$ cat config.mk
export PLATFORM = sky130hd
export DESIGN_NAME = sfha_ctrl
export DESIGN_NICKNAME = d
export VERILOG_FILES = /design/src/design/sfha_pkg.sv /design/src/design/sfha_ctrl.sv
export SDC_FILE = /design/constraint.sdc
export NUM_CORES = 2
export LEC_CHECK = 0
export BUFFER_PORTS_ARGS = -buffer_cell sky130_fd_sc_hd__buf_2
export CORE_MARGIN = 1.5
export CORE_UTILIZATION = 24
export CTS_BUF_LIST = sky130_fd_sc_hd__clkbuf_4 sky130_fd_sc_hd__clkbuf_8 sky130_fd_sc_hd__clkbuf_16
export DETAILED_ROUTE_END_ITERATION = 6
export GPL_TIMING_DRIVEN = 0
export HOLD_SLACK_MARGIN = 0.12
export SLEW_MARGIN = 0
export SYNTH_ARGS = -nofsm -noshare
export SYNTH_HDL_FRONTEND = slang
export SYNTH_SLANG_ARGS = --single-unit
$ cat constraint.sdc
create_clock -name i_clk -period 13.5 [get_ports i_clk]
set_input_delay 0.675 -clock i_clk [delete_from_list [all_inputs] [get_ports i_clk]]
set_output_delay 0.675 -clock i_clk [all_outputs]
set_load 0.01 [all_outputs]
$ cat src/design/sfha_pkg.sv
// ----------------------------------------------------------------------------
// sfha_pkg
// Shared constants, types and helpers of the segregated-fit heap allocator.
// ----------------------------------------------------------------------------
package sfha_pkg;

    localparam int HEAP_WORDS  = 65536;
    localparam int NUM_CLASSES = 12;
    localparam int HEAP_AW     = $clog2(HEAP_WORDS);
    localparam int CLS_W       = $clog2(NUM_CLASSES + 1);
    localparam int PRO_WORDS   = NUM_CLASSES + 2 + (NUM_CLASSES % 2);
    localparam int ROOT_BASE   = 8;
    localparam int FIRST_BP    = (PRO_WORDS + 2) * 4;
    localparam int INIT_TOP    = FIRST_BP + 16;
    localparam logic [32:0] HEAP_BYTES = 33'(HEAP_WORDS) * 33'd4;

    localparam logic [2:0] CMD_MALLOC  = 3'd0;
    localparam logic [2:0] CMD_FREE    = 3'd1;
    localparam logic [2:0] CMD_REALLOC = 3'd2;
    localparam logic [2:0] CMD_READ    = 3'd3;
    localparam logic [2:0] CMD_WRITE   = 3'd4;

    typedef struct packed {
        logic               we;
        logic [HEAP_AW-1:0] waddr;
        logic [31:0]        wdata;
        logic [HEAP_AW-1:0] raddr;
    } t_mem_req;

    typedef struct packed {
        logic        valid;
        logic [17:0] addr;
        logic [31:0] rdata;
        logic        status;
    } t_result;

    // class i holds sizes up to 16<<i, the last one everything larger
    function automatic logic [CLS_W-1:0] class_of(input logic [31:0] sz);
        logic [CLS_W-1:0] c;
        c = CLS_W'(NUM_CLASSES - 1);
        for (int k = NUM_CLASSES - 1; k >= 0; k--) begin
            if ({1'b0, sz} <= (33'd16 << k)) begin
                c = CLS_W'(k);
            end
        end
        return c;
    endfunction

    function automatic logic [31:0] root_of(input logic [CLS_W-1:0] c);
        return 32'(ROOT_BASE) + {{(30-CLS_W){1'b0}}, c, 2'b00};
    endfunction

    // heap image after reset: prologue, roots, one 16 byte free block, epilogue
    function automatic logic [31:0] init_word(input logic [HEAP_AW-1:0] idx);
        logic [31:0] w;
        w = 32'd0;
        if (idx == HEAP_AW'(1) || idx == HEAP_AW'(PRO_WORDS)) begin
            w = 32'(PRO_WORDS * 4 + 1);
        end else if (idx == HEAP_AW'(2)) begin
            w = 32'(FIRST_BP);
        end else if (idx == HEAP_AW'(PRO_WORDS + 1) || idx == HEAP_AW'(PRO_WORDS + 4)) begin
            w = 32'd16;
        end else if (idx == HEAP_AW'(PRO_WORDS + 5)) begin
            w = 32'd1;
        end
        return w;
    endfunction

endpackage

$ cat src/design/sfha_ctrl.sv
// ----------------------------------------------------------------------------
// sfha_ctrl
// Command sequencer: list walks, tag rewrites, merges and copies on the heap RAM.
// ----------------------------------------------------------------------------
module sfha_ctrl
    import sfha_pkg::*;
(
    input  logic        i_clk,
    input  logic        i_rst_n,
    input  logic        i_start,
    input  logic [2:0]  i_cmd,
    input  logic [17:0] i_addr,
    input  logic [17:0] i_size,
    input  logic [31:0] i_wdata,
    output logic        o_idle,
    output t_result     o_res,
    input  logic        i_res_take,
    output t_mem_req    o_mem,
    input  logic [31:0] i_mem_rdata
);

    localparam logic [6:0] S_CLR = 7'd0,  S_IDLE = 7'd1, S_DISP = 7'd2, S_RD1 = 7'd3;
    localparam logic [6:0] S_DONE = 7'd4;
    localparam logic [6:0] S_U0 = 7'd5,  S_U1 = 7'd6,  S_U2 = 7'd7,  S_U3 = 7'd8;
    localparam logic [6:0] S_U4 = 7'd9,  S_U5 = 7'd10;
    localparam logic [6:0] S_L0 = 7'd11, S_L1 = 7'd12, S_L2 = 7'd13, S_L3 = 7'd14;
    localparam logic [6:0] S_L4 = 7'd15;
    localparam logic [6:0] S_M0 = 7'd16, S_M1 = 7'd17, S_M2 = 7'd18, S_M3 = 7'd19;
    localparam logic [6:0] S_M4 = 7'd20, S_M5 = 7'd21, S_M6 = 7'd22, S_MDONE = 7'd23;
    localparam logic [6:0] S_MP2 = 7'd24, S_MP3 = 7'd25, S_MP4 = 7'd26, S_MP5 = 7'd27;
    localparam logic [6:0] S_MP6 = 7'd28;
    localparam logic [6:0] S_MN1 = 7'd29, S_MN2 = 7'd30, S_MN3 = 7'd31, S_MN4 = 7'd32;
    localparam logic [6:0] S_MN6 = 7'd33, S_MN7 = 7'd34, S_MN8 = 7'd35, S_MN9 = 7'd36;
    localparam logic [6:0] S_MN10 = 7'd37;
    localparam logic [6:0] S_MB1 = 7'd38, S_MB2 = 7'd39, S_MB3 = 7'd40, S_MB4 = 7'd41;
    localparam logic [6:0] S_MB5 = 7'd42, S_MB6 = 7'd43, S_MB7 = 7'd44, S_MB8 = 7'd45;
    localparam logic [6:0] S_MB9 = 7'd46, S_MB10 = 7'd47, S_MB11 = 7'd48, S_MB12 = 7'd49;
    localparam logic [6:0] S_MB13 = 7'd50;
    localparam logic [6:0] S_G0 = 7'd51, S_G1 = 7'd52, S_G2 = 7'd53, S_G3 = 7'd54;
    localparam logic [6:0] S_F0 = 7'd55, S_F1 = 7'd56, S_F2 = 7'd57;
    localparam logic [6:0] S_C0 = 7'd58, S_C1 = 7'd59, S_C2 = 7'd60, S_C3 = 7'd61;
    localparam logic [6:0] S_C4 = 7'd62, S_C5 = 7'd63, S_C6 = 7'd64, S_C7 = 7'd65;
    localparam logic [6:0] S_A0 = 7'd66;
    localparam logic [6:0] S_FR0 = 7'd67, S_FR1 = 7'd68, S_FR2 = 7'd69;
    localparam logic [6:0] S_R0 = 7'd70, S_R1 = 7'd71, S_R2 = 7'd72, S_R3 = 7'd73;
    localparam logic [6:0] S_R4 = 7'd74, S_R5 = 7'd75, S_R5B = 7'd76, S_R6 = 7'd77;
    localparam logic [6:0] S_K0 = 7'd78, S_K1 = 7'd79;

    logic [6:0]         r_state, n_state, r_ret_l, n_ret_l, r_ret_m, n_ret_m;
    logic [6:0]         r_ret_a, n_ret_a, r_ret_f, n_ret_f;
    logic [2:0]         r_cmd, n_cmd;
    logic [17:0]        r_addr, n_addr, r_req, n_req;
    logic [31:0]        r_wdata, n_wdata, r_asize, n_asize, r_bp, n_bp, r_lbp, n_lbp;
    logic [31:0]        r_root, n_root, r_succ, n_succ, r_pred, n_pred, r_head, n_head;
    logic [31:0]        r_t, n_t, r_size, n_size, r_cs, n_cs, r_ptr, n_ptr, r_old, n_old;
    logic [31:0]        r_res, n_res, r_rdout, n_rdout;
    logic               r_pa, n_pa, r_na, n_na, r_null, n_null;
    logic [HEAP_AW:0]   r_cnt, n_cnt, r_idx, n_idx, r_steps, n_steps;
    logic [CLS_W-1:0]   r_c, n_c;
    logic [18:0]        r_top, n_top;
    logic [HEAP_AW-1:0] r_clr, n_clr;

    logic [31:0]        tag_rd, a_round, top32, idx4;
    t_mem_req           mem;

    function automatic logic [HEAP_AW-1:0] ix(input logic [31:0] a);
        return a[HEAP_AW+1:2];
    endfunction

    assign tag_rd  = {i_mem_rdata[31:3], 3'b000};
    assign a_round = (r_req <= 18'd8) ? 32'd16 : ((32'(r_req) + 32'd15) & ~32'h7);
    assign top32   = 32'(r_top);
    assign idx4    = {{(31-HEAP_AW-2){1'b0}}, r_idx, 2'b00};

    always_comb begin
        n_state = r_state;  n_ret_l = r_ret_l;  n_ret_m = r_ret_m;  n_ret_a = r_ret_a;
        n_ret_f = r_ret_f;  n_cmd = r_cmd;      n_addr = r_addr;    n_req = r_req;
        n_wdata = r_wdata;  n_asize = r_asize;  n_bp = r_bp;        n_lbp = r_lbp;
        n_root = r_root;    n_succ = r_succ;    n_pred = r_pred;    n_head = r_head;
        n_t = r_t;          n_size = r_size;    n_cs = r_cs;        n_ptr = r_ptr;
        n_old = r_old;      n_res = r_res;      n_rdout = r_rdout;  n_pa = r_pa;
        n_na = r_na;        n_null = r_null;    n_cnt = r_cnt;      n_idx = r_idx;
        n_steps = r_steps;  n_c = r_c;          n_top = r_top;      n_clr = r_clr;
        mem = '0;
        case (r_state)
            S_CLR: begin
                mem.we = 1'b1;  mem.waddr = r_clr;  mem.wdata = init_word(r_clr);
                n_clr = r_clr + 1'b1;
                if (&r_clr) begin
                    n_state = S_IDLE;
                end
            end
            S_IDLE: begin
                if (i_start) begin
                    n_cmd = i_cmd;  n_addr = i_addr;  n_req = i_size;  n_wdata = i_wdata;
                    n_state = S_DISP;
                end
            end
            S_DISP: begin
                n_res = '0;  n_null = 1'b0;  n_rdout = '0;  n_ptr = 32'(r_addr);
                n_state = S_DONE;
                case (r_cmd)
                    CMD_MALLOC: begin
                        n_ret_a = S_DONE;  n_state = S_A0;
                    end
                    CMD_FREE: begin
                        n_ret_f = S_DONE;  n_state = S_FR0;
                    end
                    CMD_REALLOC: n_state = S_R0;
                    CMD_READ: begin
                        mem.raddr = ix(32'(r_addr));  n_state = S_RD1;
                    end
                    CMD_WRITE: begin
                        mem.we = 1'b1;  mem.waddr = ix(32'(r_addr));  mem.wdata = r_wdata;
                    end
                    default: n_state = S_DONE;
                endcase
            end
            S_RD1: begin
                n_rdout = i_mem_rdata;  n_state = S_DONE;
            end
            S_DONE: begin
                if (i_res_take) begin
                    n_state = S_IDLE;
                end
            end
            // unlink r_lbp from its list
            S_U0: begin
                mem.raddr = ix(r_lbp - 32'd4);  n_state = S_U1;
            end
            S_U1: begin
                n_root = root_of(class_of(tag_rd));
                mem.raddr = ix(r_lbp + 32'd4);  n_state = S_U2;
            end
            S_U2: begin
                n_succ = i_mem_rdata;  mem.raddr = ix(r_root);  n_state = S_U3;
            end
            S_U3: begin
                if (r_lbp == i_mem_rdata) begin
                    mem.we = 1'b1;  mem.waddr = ix(r_root);  mem.wdata = r_succ;
                    n_state = r_ret_l;
                end else begin
                    mem.raddr = ix(r_lbp);  n_state = S_U4;
                end
            end
            S_U4: begin
                n_pred = i_mem_rdata;
                mem.we = 1'b1;  mem.waddr = ix(i_mem_rdata + 32'd4);  mem.wdata = r_succ;
                n_state = (r_succ == '0) ? r_ret_l : S_U5;
            end
            S_U5: begin
                mem.we = 1'b1;  mem.waddr = ix(r_succ);  mem.wdata = r_pred;
                n_state = r_ret_l;
            end
            // push r_lbp on the head of its list
            S_L0: begin
                mem.raddr = ix(r_lbp - 32'd4);  n_state = S_L1;
            end
            S_L1: begin
                n_root = root_of(class_of(tag_rd));
                mem.raddr = ix(root_of(class_of(tag_rd)));  n_state = S_L2;
            end
            S_L2: begin
                n_head = i_mem_rdata;
                mem.we = 1'b1;  mem.waddr = ix(r_lbp + 32'd4);  mem.wdata = i_mem_rdata;
                n_state = S_L3;
            end
            S_L3: begin
                if (r_head != '0) begin
                    mem.we = 1'b1;  mem.waddr = ix(r_head);  mem.wdata = r_lbp;
                end
                n_state = S_L4;
            end
            S_L4: begin
                mem.we = 1'b1;  mem.waddr = ix(r_root);  mem.wdata = r_lbp;
                n_state = r_ret_l;
            end
            // coalesce r_bp with its neighbours
            S_M0: begin
                mem.raddr = ix(r_bp - 32'd8);  n_state = S_M1;
            end
            S_M1: begin
                n_t = r_bp - tag_rd;  mem.raddr = ix(r_bp - tag_rd - 32'd4);  n_state = S_M2;
            end
            S_M2: begin
                mem.raddr = ix(r_t + tag_rd - 32'd8);  n_state = S_M3;
            end
            S_M3: begin
                n_pa = i_mem_rdata[0];  mem.raddr = ix(r_bp - 32'd4);  n_state = S_M4;
            end
            S_M4: begin
                mem.raddr = ix(r_bp + tag_rd - 32'd4);  n_state = S_M5;
            end
            S_M5: begin
                n_na = i_mem_rdata[0];  mem.raddr = ix(r_bp - 32'd4);  n_state = S_M6;
            end
            S_M6: begin
                n_size = tag_rd;
                mem.raddr = ix(r_bp - 32'd8);
                if (r_pa && r_na) begin
                    n_lbp = r_bp;  n_ret_l = S_MDONE;  n_state = S_L0;
                end else if (r_pa) begin
                    n_lbp = r_bp + tag_rd;  n_ret_l = S_MP2;  n_state = S_U0;
                end else if (r_na) begin
                    n_state = S_MN1;
                end else begin
                    n_state = S_MB1;
                end
            end
            S_MDONE: n_state = r_ret_m;
            S_MP2: begin
                mem.raddr = ix(r_bp - 32'd4);  n_state = S_MP3;
            end
            S_MP3: begin
                mem.raddr = ix(r_bp + tag_rd - 32'd4);  n_state = S_MP4;
            end
            S_MP4: begin
                n_size = r_size + tag_rd;
                mem.we = 1'b1;  mem.waddr = ix(r_bp - 32'd4);  mem.wdata = r_size + tag_rd;
                n_state = S_MP5;
            end
            S_MP5: begin
                mem.raddr = ix(r_bp - 32'd4);  n_state = S_MP6;
            end
            S_MP6: begin
                mem.we = 1'b1;  mem.waddr = ix(r_bp + tag_rd - 32'd8);  mem.wdata = r_size;
                n_lbp = r_bp;  n_ret_l = S_MDONE;  n_state = S_L0;
            end
            S_MN1: begin
                n_lbp = r_bp - tag_rd;  n_ret_l = S_MN2;  n_state = S_U0;
            end
            S_MN2: begin
                mem.raddr = ix(r_bp - 32'd8);  n_state = S_MN3;
            end
            S_MN3: begin
                mem.raddr = ix(r_bp - tag_rd - 32'd4);  n_state = S_MN4;
            end
            S_MN4: begin
                n_size = r_size + tag_rd;  mem.raddr = ix(r_bp - 32'd8);  n_state = S_MN6;
            end
            S_MN6: begin
                mem.we = 1'b1;  mem.waddr = ix(r_bp - tag_rd - 32'd4);  mem.wdata = r_size;
                n_state = S_MN7;
            end
            S_MN7: begin
                mem.raddr = ix(r_bp - 32'd4);  n_state = S_MN8;
            end
            S_MN8: begin
                mem.we = 1'b1;  mem.waddr = ix(r_bp + tag_rd - 32'd8);  mem.wdata = r_size;
                n_state = S_MN9;
            end
            S_MN9: begin
                mem.raddr = ix(r_bp - 32'd8);  n_state = S_MN10;
            end
            S_MN10: begin
                n_bp = r_bp - tag_rd;  n_lbp = r_bp - tag_rd;
                n_ret_l = S_MDONE;  n_state = S_L0;
            end
            S_MB1: begin
                n_lbp = r_bp - tag_rd;  n_ret_l = S_MB2;  n_state = S_U0;
            end
            S_MB2: begin
                mem.raddr = ix(r_bp - 32'd4);  n_state = S_MB3;
            end
            S_MB3: begin
                n_lbp = r_bp + tag_rd;  n_ret_l = S_MB4;  n_state = S_U0;
            end
            S_MB4: begin
                mem.raddr = ix(r_bp - 32'd8);  n_state = S_MB5;
            end
            S_MB5: begin
                mem.raddr = ix(r_bp - tag_rd - 32'd4);  n_state = S_MB6;
            end
            S_MB6: begin
                n_size = r_size + tag_rd;  mem.raddr = ix(r_bp - 32'd4);  n_state = S_MB7;
            end
            S_MB7: begin
                n_t = r_bp + tag_rd;  mem.raddr = ix(r_bp + tag_rd - 32'd4);  n_state = S_MB8;
            end
            S_MB8: begin
                mem.raddr = ix(r_t + tag_rd - 32'd8);  n_state = S_MB9;
            end
            S_MB9: begin
                n_size = r_size + tag_rd;  mem.raddr = ix(r_bp - 32'd8);  n_state = S_MB10;
            end
            S_MB10: begin
                mem.we = 1'b1;  mem.waddr = ix(r_bp - tag_rd - 32'd4);  mem.wdata = r_size;
                n_state = S_MB11;
            end
            S_MB11: begin
                mem.raddr = ix(r_bp - 32'd4);  n_state = S_MB12;
            end
            S_MB12: begin
                n_t = r_bp + tag_rd;  mem.raddr = ix(r_bp + tag_rd - 32'd4);
                n_state = S_MB13;
            end
            S_MB13: begin
                mem.we = 1'b1;  mem.waddr = ix(r_t + tag_rd - 32'd8);  mem.wdata = r_size;
                n_state = S_MN9;
            end
            // extend the heap top by r_asize
            S_G0: begin
                if ({14'd0, r_top} + {1'b0, r_asize} > HEAP_BYTES) begin
                    n_res = '0;  n_null = 1'b1;  n_state = r_ret_a;
                end else begin
                    mem.we = 1'b1;  mem.waddr = ix(top32 - 32'd4);  mem.wdata = r_asize;
                    n_state = S_G1;
                end
            end
            S_G1: begin
                mem.we = 1'b1;  mem.waddr = ix(top32 + r_asize - 32'd8);  mem.wdata = r_asize;
                n_state = S_G2;
            end
            S_G2: begin
                mem.we = 1'b1;  mem.waddr = ix(top32 + r_asize - 32'd4);  mem.wdata = 32'd1;
                n_top = r_top + r_asize[18:0];
                n_bp = top32;  n_ret_m = S_G3;  n_state = S_M0;
            end
            S_G3: begin
                if (r_bp == '0) begin
                    n_res = '0;  n_null = 1'b1;  n_state = r_ret_a;
                end else begin
                    n_state = S_C0;
                end
            end
            // first fit from the request class upward
            S_A0: begin
                if (r_req == '0) begin
                    n_res = '0;  n_null = 1'b1;  n_state = r_ret_a;
                end else begin
                    n_asize = a_round;  n_steps = '0;  n_c = class_of(a_round);
                    n_state = S_F0;
                end
            end
            S_F0: begin
                mem.raddr = ix(root_of(r_c));  n_state = S_F1;
            end
            S_F1: begin
                if (i_mem_rdata == '0) begin
                    if (r_c == CLS_W'(NUM_CLASSES - 1)) begin
                        n_state = S_G0;
                    end else begin
                        n_c = r_c + 1'b1;  mem.raddr = ix(root_of(r_c + 1'b1));
                    end
                end else if (r_steps >= (HEAP_AW+1)'(HEAP_WORDS)) begin
                    n_state = S_G0;
                end else begin
                    n_steps = r_steps + 1'b1;  n_bp = i_mem_rdata;
                    mem.raddr = ix(i_mem_rdata - 32'd4);  n_state = S_F2;
                end
            end
            S_F2: begin
                if (r_asize <= tag_rd) begin
                    n_state = S_C0;
                end else begin
                    mem.raddr = ix(r_bp + 32'd4);  n_state = S_F1;
                end
            end
            // take the block, split off a free remainder of 16 bytes or more
            S_C0: begin
                n_lbp = r_bp;  n_ret_l = S_C1;  n_state = S_U0;
            end
            S_C1: begin
                mem.raddr = ix(r_bp - 32'd4);  n_state = S_C2;
            end
            S_C2: begin
                n_cs = tag_rd;  mem.we = 1'b1;  mem.waddr = ix(r_bp - 32'd4);
                if (tag_rd - r_asize >= 32'd16) begin
                    mem.wdata = r_asize | 32'd1;  n_state = S_C3;
                end else begin
                    mem.wdata = tag_rd | 32'd1;   n_state = S_C6;
                end
            end
            S_C3: begin
                mem.we = 1'b1;  mem.waddr = ix(r_bp + r_asize - 32'd8);
                mem.wdata = r_asize | 32'd1;  n_state = S_C4;
            end
            S_C4: begin
                mem.we = 1'b1;  mem.waddr = ix(r_bp + r_asize - 32'd4);
                mem.wdata = r_cs - r_asize;  n_state = S_C5;
            end
            S_C5: begin
                mem.we = 1'b1;  mem.waddr = ix(r_bp + r_cs - 32'd8);
                mem.wdata = r_cs - r_asize;
                n_lbp = r_bp + r_asize;  n_ret_l = S_C7;  n_state = S_L0;
            end
            S_C6: begin
                mem.we = 1'b1;  mem.waddr = ix(r_bp + r_cs - 32'd8);
                mem.wdata = r_cs | 32'd1;  n_state = S_C7;
            end
            S_C7: begin
                n_res = r_bp;  n_null = 1'b0;  n_state = r_ret_a;
            end
            // free r_ptr
            S_FR0: begin
                if (r_ptr == '0) begin
                    n_state = r_ret_f;
                end else begin
                    mem.raddr = ix(r_ptr - 32'd4);  n_state = S_FR1;
                end
            end
            S_FR1: begin
                n_t = tag_rd;
                mem.we = 1'b1;  mem.waddr = ix(r_ptr - 32'd4);  mem.wdata = tag_rd;
                n_state = S_FR2;
            end
            S_FR2: begin
                mem.we = 1'b1;  mem.waddr = ix(r_ptr + r_t - 32'd8);  mem.wdata = r_t;
                n_bp = r_ptr;  n_ret_m = r_ret_f;  n_state = S_M0;
            end
            // realloc
            S_R0: begin
                if (r_req == '0) begin
                    n_null = 1'b1;  n_state = S_DONE;
                end else if (r_ptr == '0) begin
                    n_ret_a = S_DONE;  n_state = S_A0;
                end else begin
                    n_asize = a_round;  mem.raddr = ix(r_ptr - 32'd4);  n_state = S_R1;
                end
            end
            S_R1: begin
                n_old = tag_rd;
                if (r_asize <= tag_rd) begin
                    n_res = r_ptr;  n_state = S_DONE;
                end else begin
                    n_t = r_ptr + tag_rd;  mem.raddr = ix(r_ptr + tag_rd - 32'd4);
                    n_state = S_R2;
                end
            end
            S_R2: begin
                if (!i_mem_rdata[0] &&
                    ({1'b0, tag_rd} + {1'b0, r_old} >= {1'b0, r_asize})) begin
                    n_lbp = r_t;  n_ret_l = S_R3;  n_state = S_U0;
                end else begin
                    n_ret_a = S_R6;  n_state = S_A0;
                end
            end
            S_R3: begin
                mem.raddr = ix(r_ptr - 32'd4);  n_state = S_R4;
            end
            S_R4: begin
                mem.raddr = ix(r_ptr + tag_rd - 32'd4);  n_state = S_R5;
            end
            S_R5: begin
                n_t = tag_rd + r_old;
                mem.we = 1'b1;  mem.waddr = ix(r_ptr - 32'd4);
                mem.wdata = (tag_rd + r_old) | 32'd1;  n_state = S_R5B;
            end
            S_R5B: begin
                mem.we = 1'b1;  mem.waddr = ix(r_ptr + r_t - 32'd8);  mem.wdata = r_t | 32'd1;
                n_res = r_ptr;  n_state = S_DONE;
            end
            S_R6: begin
                if (r_null) begin
                    n_state = S_DONE;
                end else begin
                    n_cnt = (r_old[31:2] > 30'(HEAP_WORDS)) ? (HEAP_AW+1)'(HEAP_WORDS)
                                                             : r_old[HEAP_AW+2:2];
                    n_idx = '0;  n_state = S_K0;
                end
            end
            // word copy, read then write so overlapping blocks behave
            S_K0: begin
                if (r_idx == r_cnt) begin
                    n_ret_f = S_DONE;  n_state = S_FR0;
                end else begin
                    mem.raddr = ix(r_ptr + idx4);  n_state = S_K1;
                end
            end
            S_K1: begin
                mem.we = 1'b1;  mem.waddr = ix(r_res + idx4);  mem.wdata = i_mem_rdata;
                n_idx = r_idx + 1'b1;  n_state = S_K0;
            end
            default: n_state = S_IDLE;
        endcase
    end

    always_ff @(posedge i_clk) begin
        if (!i_rst_n) begin
            r_state <= S_CLR;
            r_clr   <= '0;
            r_top   <= 19'(INIT_TOP);
        end else begin
            r_state <= n_state;
            r_clr   <= n_clr;
            r_top   <= n_top;
        end
    end

    always_ff @(posedge i_clk) begin
        r_ret_l <= n_ret_l;  r_ret_m <= n_ret_m;  r_ret_a <= n_ret_a;  r_ret_f <= n_ret_f;
        r_cmd   <= n_cmd;    r_addr  <= n_addr;   r_req   <= n_req;    r_wdata <= n_wdata;
        r_asize <= n_asize;  r_bp    <= n_bp;     r_lbp   <= n_lbp;    r_root  <= n_root;
        r_succ  <= n_succ;   r_pred  <= n_pred;   r_head  <= n_head;   r_t     <= n_t;
        r_size  <= n_size;   r_cs    <= n_cs;     r_ptr   <= n_ptr;    r_old   <= n_old;
        r_res   <= n_res;    r_rdout <= n_rdout;  r_pa    <= n_pa;     r_na    <= n_na;
        r_null  <= n_null;   r_cnt   <= n_cnt;    r_idx   <= n_idx;    r_steps <= n_steps;
        r_c     <= n_c;
    end

    assign o_idle       = (r_state == S_IDLE);
    assign o_mem        = mem;
    assign o_res.valid  = (r_state == S_DONE);
    assign o_res.addr   = r_res[17:0];
    assign o_res.rdata  = r_rdout;
    assign o_res.status = r_null;

endmodule

# Yosys cells after proc, flatten, opt, wreduce, memory -nomap -nowiden
# Cells that the tools add are included.
dict set report classes {
  n_mux 119
  n_bitwise 1
  n_addsub 46
  order_cmp 29
  eq_ne 117
  n_reduce_logical 65
}
# operator count
set ops {}
lappend ops {{$pmux W49 S25} 1}
lappend ops {{$pmux W7 S71} 1}
lappend ops {{$mux W32} 10}
lappend ops {{$pmux W16 S20} 1}
lappend ops {{$eq A7 B6 Y1 const B} 32}
lappend ops {{$mux W49} 4}
lappend ops {{$pmux W32 S2} 3}
lappend ops {{$pmux W32 S6} 1}
lappend ops {{$mux W7} 27}
lappend ops {{$sub A18 B3 Y18 const B} 10}
lappend ops {{$pmux W32 S5} 1}
lappend ops {{$mux W16} 9}
lappend ops {{$add A32 B32 Y32} 4}
lappend ops {{$logic_not A32 Y1} 4}
lappend ops {{$pmux W32 S4} 1}
lappend ops {{$pmux W18 S7} 1}
lappend ops {{$sub A18 B4 Y18 const B} 7}
lappend ops {{$eq A7 B5 Y1 const B} 16}
lappend ops {{$eq A7 B7 Y1 const B} 16}
lappend ops {{$add A18 B18 Y18} 6}
lappend ops {{$mux W4} 27}
lappend ops {{$sub A32 B32 Y32} 3}
lappend ops {{$mux W18} 4}
lappend ops {{$mux W17} 4}
lappend ops {{other kinds (95)} 184}
dict set report word_totals {
  elab_cells 409
  output_inout_bits 118
  reg_bits 598
}

# Logic depth before layout (Yosys ltp)
dict set report depth {
  ltp_word 16
  mapped_depth 20
}

# Worst setup path before layout
# Ideal clock, no wire load.
dict set report synth_path {
  path_type {input to register}
  startpoint {input port i_mem_rdata[4]}
  endpoint {register r_lbp[0] (enable)}
  path_slack_ns 6.676
  path_stages 19
  arrival_ns 6.350
  setup_time_ns 0.474
  cell_sequence {clkbuf_1 clkbuf_1 inv_1 fa_1 nand2b_1 a21oi_1 o22a_1 a21o_1 a21oi_1 xnor2_1 ha_1 nand4_1 o311ai_0 o22a_1 a31o_2 a211oi_1 nand3_1 nor4b_1 a221oi_1}
}
dict set report synth_via {
  elab_chain_cells 5
}
# item line
set synth_rtl {}
lappend synth_rtl {{start: declaration} sfha_ctrl.sv:19} ;# input logic [31:0] i_mem_rdata
lappend synth_rtl {{$add A32 B32 Y33} sfha_ctrl.sv:432} ;# ({1'b0, tag_rd} + {1'b0, r_old} >= {1'b0, r_asize})) begin
lappend synth_rtl {{$ge A33 B32 Y1} sfha_ctrl.sv:432}
lappend synth_rtl {{$logic_and A1 B1 Y1} sfha_ctrl.sv:431} ;# if (!i_mem_rdata[0] &&
lappend synth_rtl {{$ne A2 B2 Y1 (no line)} n/a}
lappend synth_rtl {{$reduce_and A3 Y1 (no line)} n/a}
lappend synth_rtl {{end signal: assignment} sfha_ctrl.sv:493} ;# r_asize <= n_asize; r_bp <= n_bp; r_lbp <= n_lbp; r_root <= n_root;
lappend synth_rtl {{end: declaration} sfha_ctrl.sv:53} ;# logic [31:0] r_wdata, n_wdata, r_asize, n_asize, r_bp, n_bp, r_lbp, n_lbp;
# Every way passes these cells.
# A chain may end at the register's enable or synchronous reset.

==> results.txt <==
Maximum ir drop on the vdd rail: 0.000106 V. For the DRC violation count after routing, the log shows 25. The total number of placement rows came out at 166.

The final layout contains 6,621 nets. Sequential cells were found to cover 32.3% of the synthesized design area. In the routed layout, each cell is associated on average with a via count of 6.36.

For the pin with the worst max-slew slack, the measured transition is 1.75 ns. The critical path starts at i_mem_rdata[8]. The number of detailed-route iterations in the first pass was 7.

The average instance in the mapped netlist occupies 8.62 sq um. The floorplan step set the die height to 456 um. For this run, the number of standard cells in the final layout without fillers is 8,915. Counting cells, the worst reg-to-reg path comes to 13. The run gives 0 as the number of warning messages in the yosys log. The mean routed wirelength per cell was 43.8 um; the overall die area was 208,000 sq um. The count of buffers added by post-CTS timing repair for setup came out at 0. STA classifies the critical path startpoint as an input port. Setup violations remaining at the end of the flow were counted as 0. The first global-routing pass estimated 501,000 um of wire. On the critical path, the stage with the largest delay is an instance of sky130_fd_sc_hd__clkinv_1. The critical path class was in2out. The signal on the critical path passes through buf_2, clkbuf_1, clkinv_1, ha_1, clkbuf_1, inv_1, a21oi_1, nand3_1, nor3_1, nand2_1, xnor2_1, a221oi_1, o221ai_1, a211o_1, buf_2. Timing would allow up to 97.8 MHz. Detailed routing inserted a total of 56,700 vias. Summed over all nets, the half-perimeter wirelength after detailed placement is 310,000 um. From synthesis to final layout, the design area changed by 18.8%. The critical path crosses 15 cells after its start point. On the critical path the largest part of the delay comes from buffers and inverters.

The analysis attributes to cell leakage a power of 21.4 nW. For the fill cell total of the finished layout, the log shows 22,100. Across the run, the number of max-cap violations was 24.

Measured along the x axis, the die boundary spans 456 um. The synthesized design contains 544 register bits. After global routing the overflow that remains totals 0.

The tools report the maximum number of pins on one net before global-route repair as 43. TritonCTS built the clock tree. For this block, the routed nets add up to 390,000 um of wire. For the worst setup path, the data arrival time is 9.55 ns. In this run, synthesis inferred 505 flip-flops with an integrated enable.

The maximum buffer depth of the clock tree came out at 3. After floorplanning, the core was sized to cover 204,000 sq um. The initial utilization of the core area, before any placement, comes to 24.1%. The violation count after the first detailed-routing iteration is 9,151. The checks that failed: design-rule violations, max-capacitance violations, max-slew violations.

The number of buffers and inverters on the critical path is 6. At the end of routability-driven placement, the weighted congestion stood at 1.13. The endpoint identified for the worst register-to-register timing path is r_state[5]$_SDFFE_PN0P_.

The number of placed instances, taps included, is 8,682. Before CTS, the worst setup slack after placement is 3.90 ns. The largest stage delay on the critical path works out to 1.42 ns.

Critical path required time: 12.82 ns. The worst setup path is captured at an output pin. Path class of the lowest-slack min-delay path: in2reg. The clock net in this run drives a total of 544 sinks. Synthesis handed over a netlist of 5,721 instances. The tools report the number of antenna violations at the first check in global routing as 48.

The logs give 52,000 for the via count of the first global-routing pass and 96 for the number of distinct library cells after synthesis. The worst pin sits at a relative slew slack of -16.5%. For the synthesized area, the log shows 49,300 sq um. The final hold violation count was 0.

The time the worst path needs with I/O delays and setup works out to 10.22 ns. The run finished, with violations left. The tree is rooted in a sky130_fd_sc_hd__clkbuf_16. The TritonCTS buffer count was 79; the share of synthesized flip-flops with an asynchronous set or reset was 0%. The largest clock skew in the final design was 0.0816 ns. The setup slack of the critical path after layout was 3.28 ns; the clock edge transition at the registers on the reported setup and hold paths was 0.05 ns. For this run, the total global-route usage over all layers was measured as 35.9%. In this run the critical register-to-register path is launched from r_asize[5]$_DFFE_PP_. Setup total negative slack on the finished layout was measured at 0 ns.

The tools report the number of nets still failing antenna checks after routing as 0. The power consumption is 5.15 mW, and the fraction of the core area covered by cells at the end of the flow is 28.7%. The share of final-layout standard cells stronger than drive strength 1 works out to 9.07%. The most used flip-flop cell after synthesis is sky130_fd_sc_hd__edfxtp_1. The number of stages on the worst hold path was 1. CTS built an H-tree with a depth of 3.

The hold path endpoint was r_addr[1]$_DFFE_PP_. The tools report the max-slew violation total from the final report as 189. The total power divided by cell area works out to 87.9 nW/um^2. The slack of the worst reg-to-reg path was 6.58 ns; the clock latency on the worst-skew pair was 0.79 ns. The startpoint of the lowest-slack hold path was i_addr[1]. Along the worst path, the maximum fanout reaches 12. When the netlist entered floorplanning its net count stood at 6,197. The final critical path takes up 75.7% of the cycle. Total I/O pin count: 225. Setup repair after global routing left no endpoint under its margin.

The count of buffers added on input and output ports is 223.
where the power goes:
group | switching (mW) | leakage, nW | internal (mW)
clock network | 1.00 | 1.42 | 1.44
registers | 0.0274 | 4.83 | 1.86
logic | 0.589 | 15.1 | 0.224
worst max path at each step:
stage / slack, ns / endpoint
detailed placement: 3.90 / o_mem[23]
global placement: -0.87 / r_lbp[29]$_DFFE_PP_
global route: 3.94 / o_mem[31]
CTS: 3.88 / o_mem[23]
finish: 3.28 / o_mem[57]
floorplan: 6.68 / r_lbp[0]$_DFFE_PP_
repair_timing:
item	in CTS	in global routing
hold endpoints to repair	69	0
gates resized for setup	0	0
hold buffers	69	0
stage by stage:
step | area, sq um | hold slack (ns)
2_1_floorplan | 49300 | 0.400
6_report | 58600 | 0.144
5_1_grt | 58500 | 0.144
3_3_place_gp | 53800 | 0.430
4_1_cts | 58500 | 0.144
3_5_place_dp | 54900 | 0.417
state kept, by name (all words and copies together), names as in the netlist, 32 cells and up:
signal and count:
r_bp 32, r_head 32, r_lbp 32, r_pred 32, r_rdout 32, r_succ 32
r_t 32, r_wdata 32
layer usage:
layer	track usage [%]	vias to the layer above	routed length [um]
met2	52.4	4309	160000
met5	0	-	108
li1	-	22800	-
met1	42.8	28300	146000
met4	28.9	18	39100
met3	11.9	1290	44300
synthesized netlist by cell type (61+ instances only):
master / count / area share, %
sky130_fd_sc_hd__a22oi_1: 93 / 1.4
sky130_fd_sc_hd__xor2_1: 171 / 3.0
sky130_fd_sc_hd__nor3_1: 194 / 2.0
sky130_fd_sc_hd__clkbuf_1: 283 / 2.2
sky130_fd_sc_hd__ha_1: 355 / 9.0
sky130_fd_sc_hd__xnor2_1: 331 / 5.9
sky130_fd_sc_hd__and3_1: 70 / 0.89
sky130_fd_sc_hd__nand2b_1: 67 / 0.85
sky130_fd_sc_hd__o211ai_1: 68 / 1.0
sky130_fd_sc_hd__a221oi_1: 82 / 1.5
sky130_fd_sc_hd__o22ai_1: 61 / 0.77
sky130_fd_sc_hd__nand4_1: 112 / 1.4
sky130_fd_sc_hd__inv_1: 288 / 2.2
sky130_fd_sc_hd__a222oi_1: 79 / 1.6
sky130_fd_sc_hd__o21ai_0: 290 / 2.9
sky130_fd_sc_hd__a21oi_1: 341 / 3.5
sky130_fd_sc_hd__nor4_1: 89 / 1.1
sky130_fd_sc_hd__a211oi_1: 74 / 1.1
sky130_fd_sc_hd__nand3_1: 179 / 1.8
sky130_fd_sc_hd__nor2_1: 463 / 3.5
sky130_fd_sc_hd__edfxtp_1: 505 / 31
sky130_fd_sc_hd__nand2_1: 480 / 3.7
sky130_fd_sc_hd__a21o_1: 81 / 1.2
cell families after synthesis:
| family | share of synthesized area, % |
|---|---|
| AOI/OAI and AO/OA | 24.2 |
| xor gates and xnor gates | 8.92 |
| adders and majority gates | 9.58 |
| buffers and inverters | 4.72 |
| DFF | 32.3 |
| muxes | 0.556 |
| other | 0.00761 |
| and+or+nand+nor | 19.6 |
cell usage in the layout (no fill, tap or decap), drive strengths merged, types with 45 or more instances in the layout:
cell type	instances
o221ai	57
a21o	81
nand4	112
xnor2	331
nor4	90
xor2	171
nand2	480
a21oi	341
a211oi	74
a22oi	93
a222oi	79
o22ai	61
nor2b	45
nand2b	67
o211ai	68
o21ai	295
dlygate4sd3	69
or3	55
edfxtp	505
clkbuf	369
nor3	194
buf	305
ha	355
a221oi	83
inv	299
and2	53
and3	70
nand3	179
nor2	463
final cells by class:
type                       count  area [sq um]  area share, %
antenna                       19          47.5         0.0811
multi-input combinational   4562         31400           53.5
inverter                     299          1120           1.92
buffer                       316          1220           2.08
sequential                   544         15900           27.2
timing repair buffer         343          2600           4.44
clock inverter                59           893           1.52
clock buffer                  85          2050           3.49
tap                         2688          3360           5.74
(Power assumes the default switching activity.)
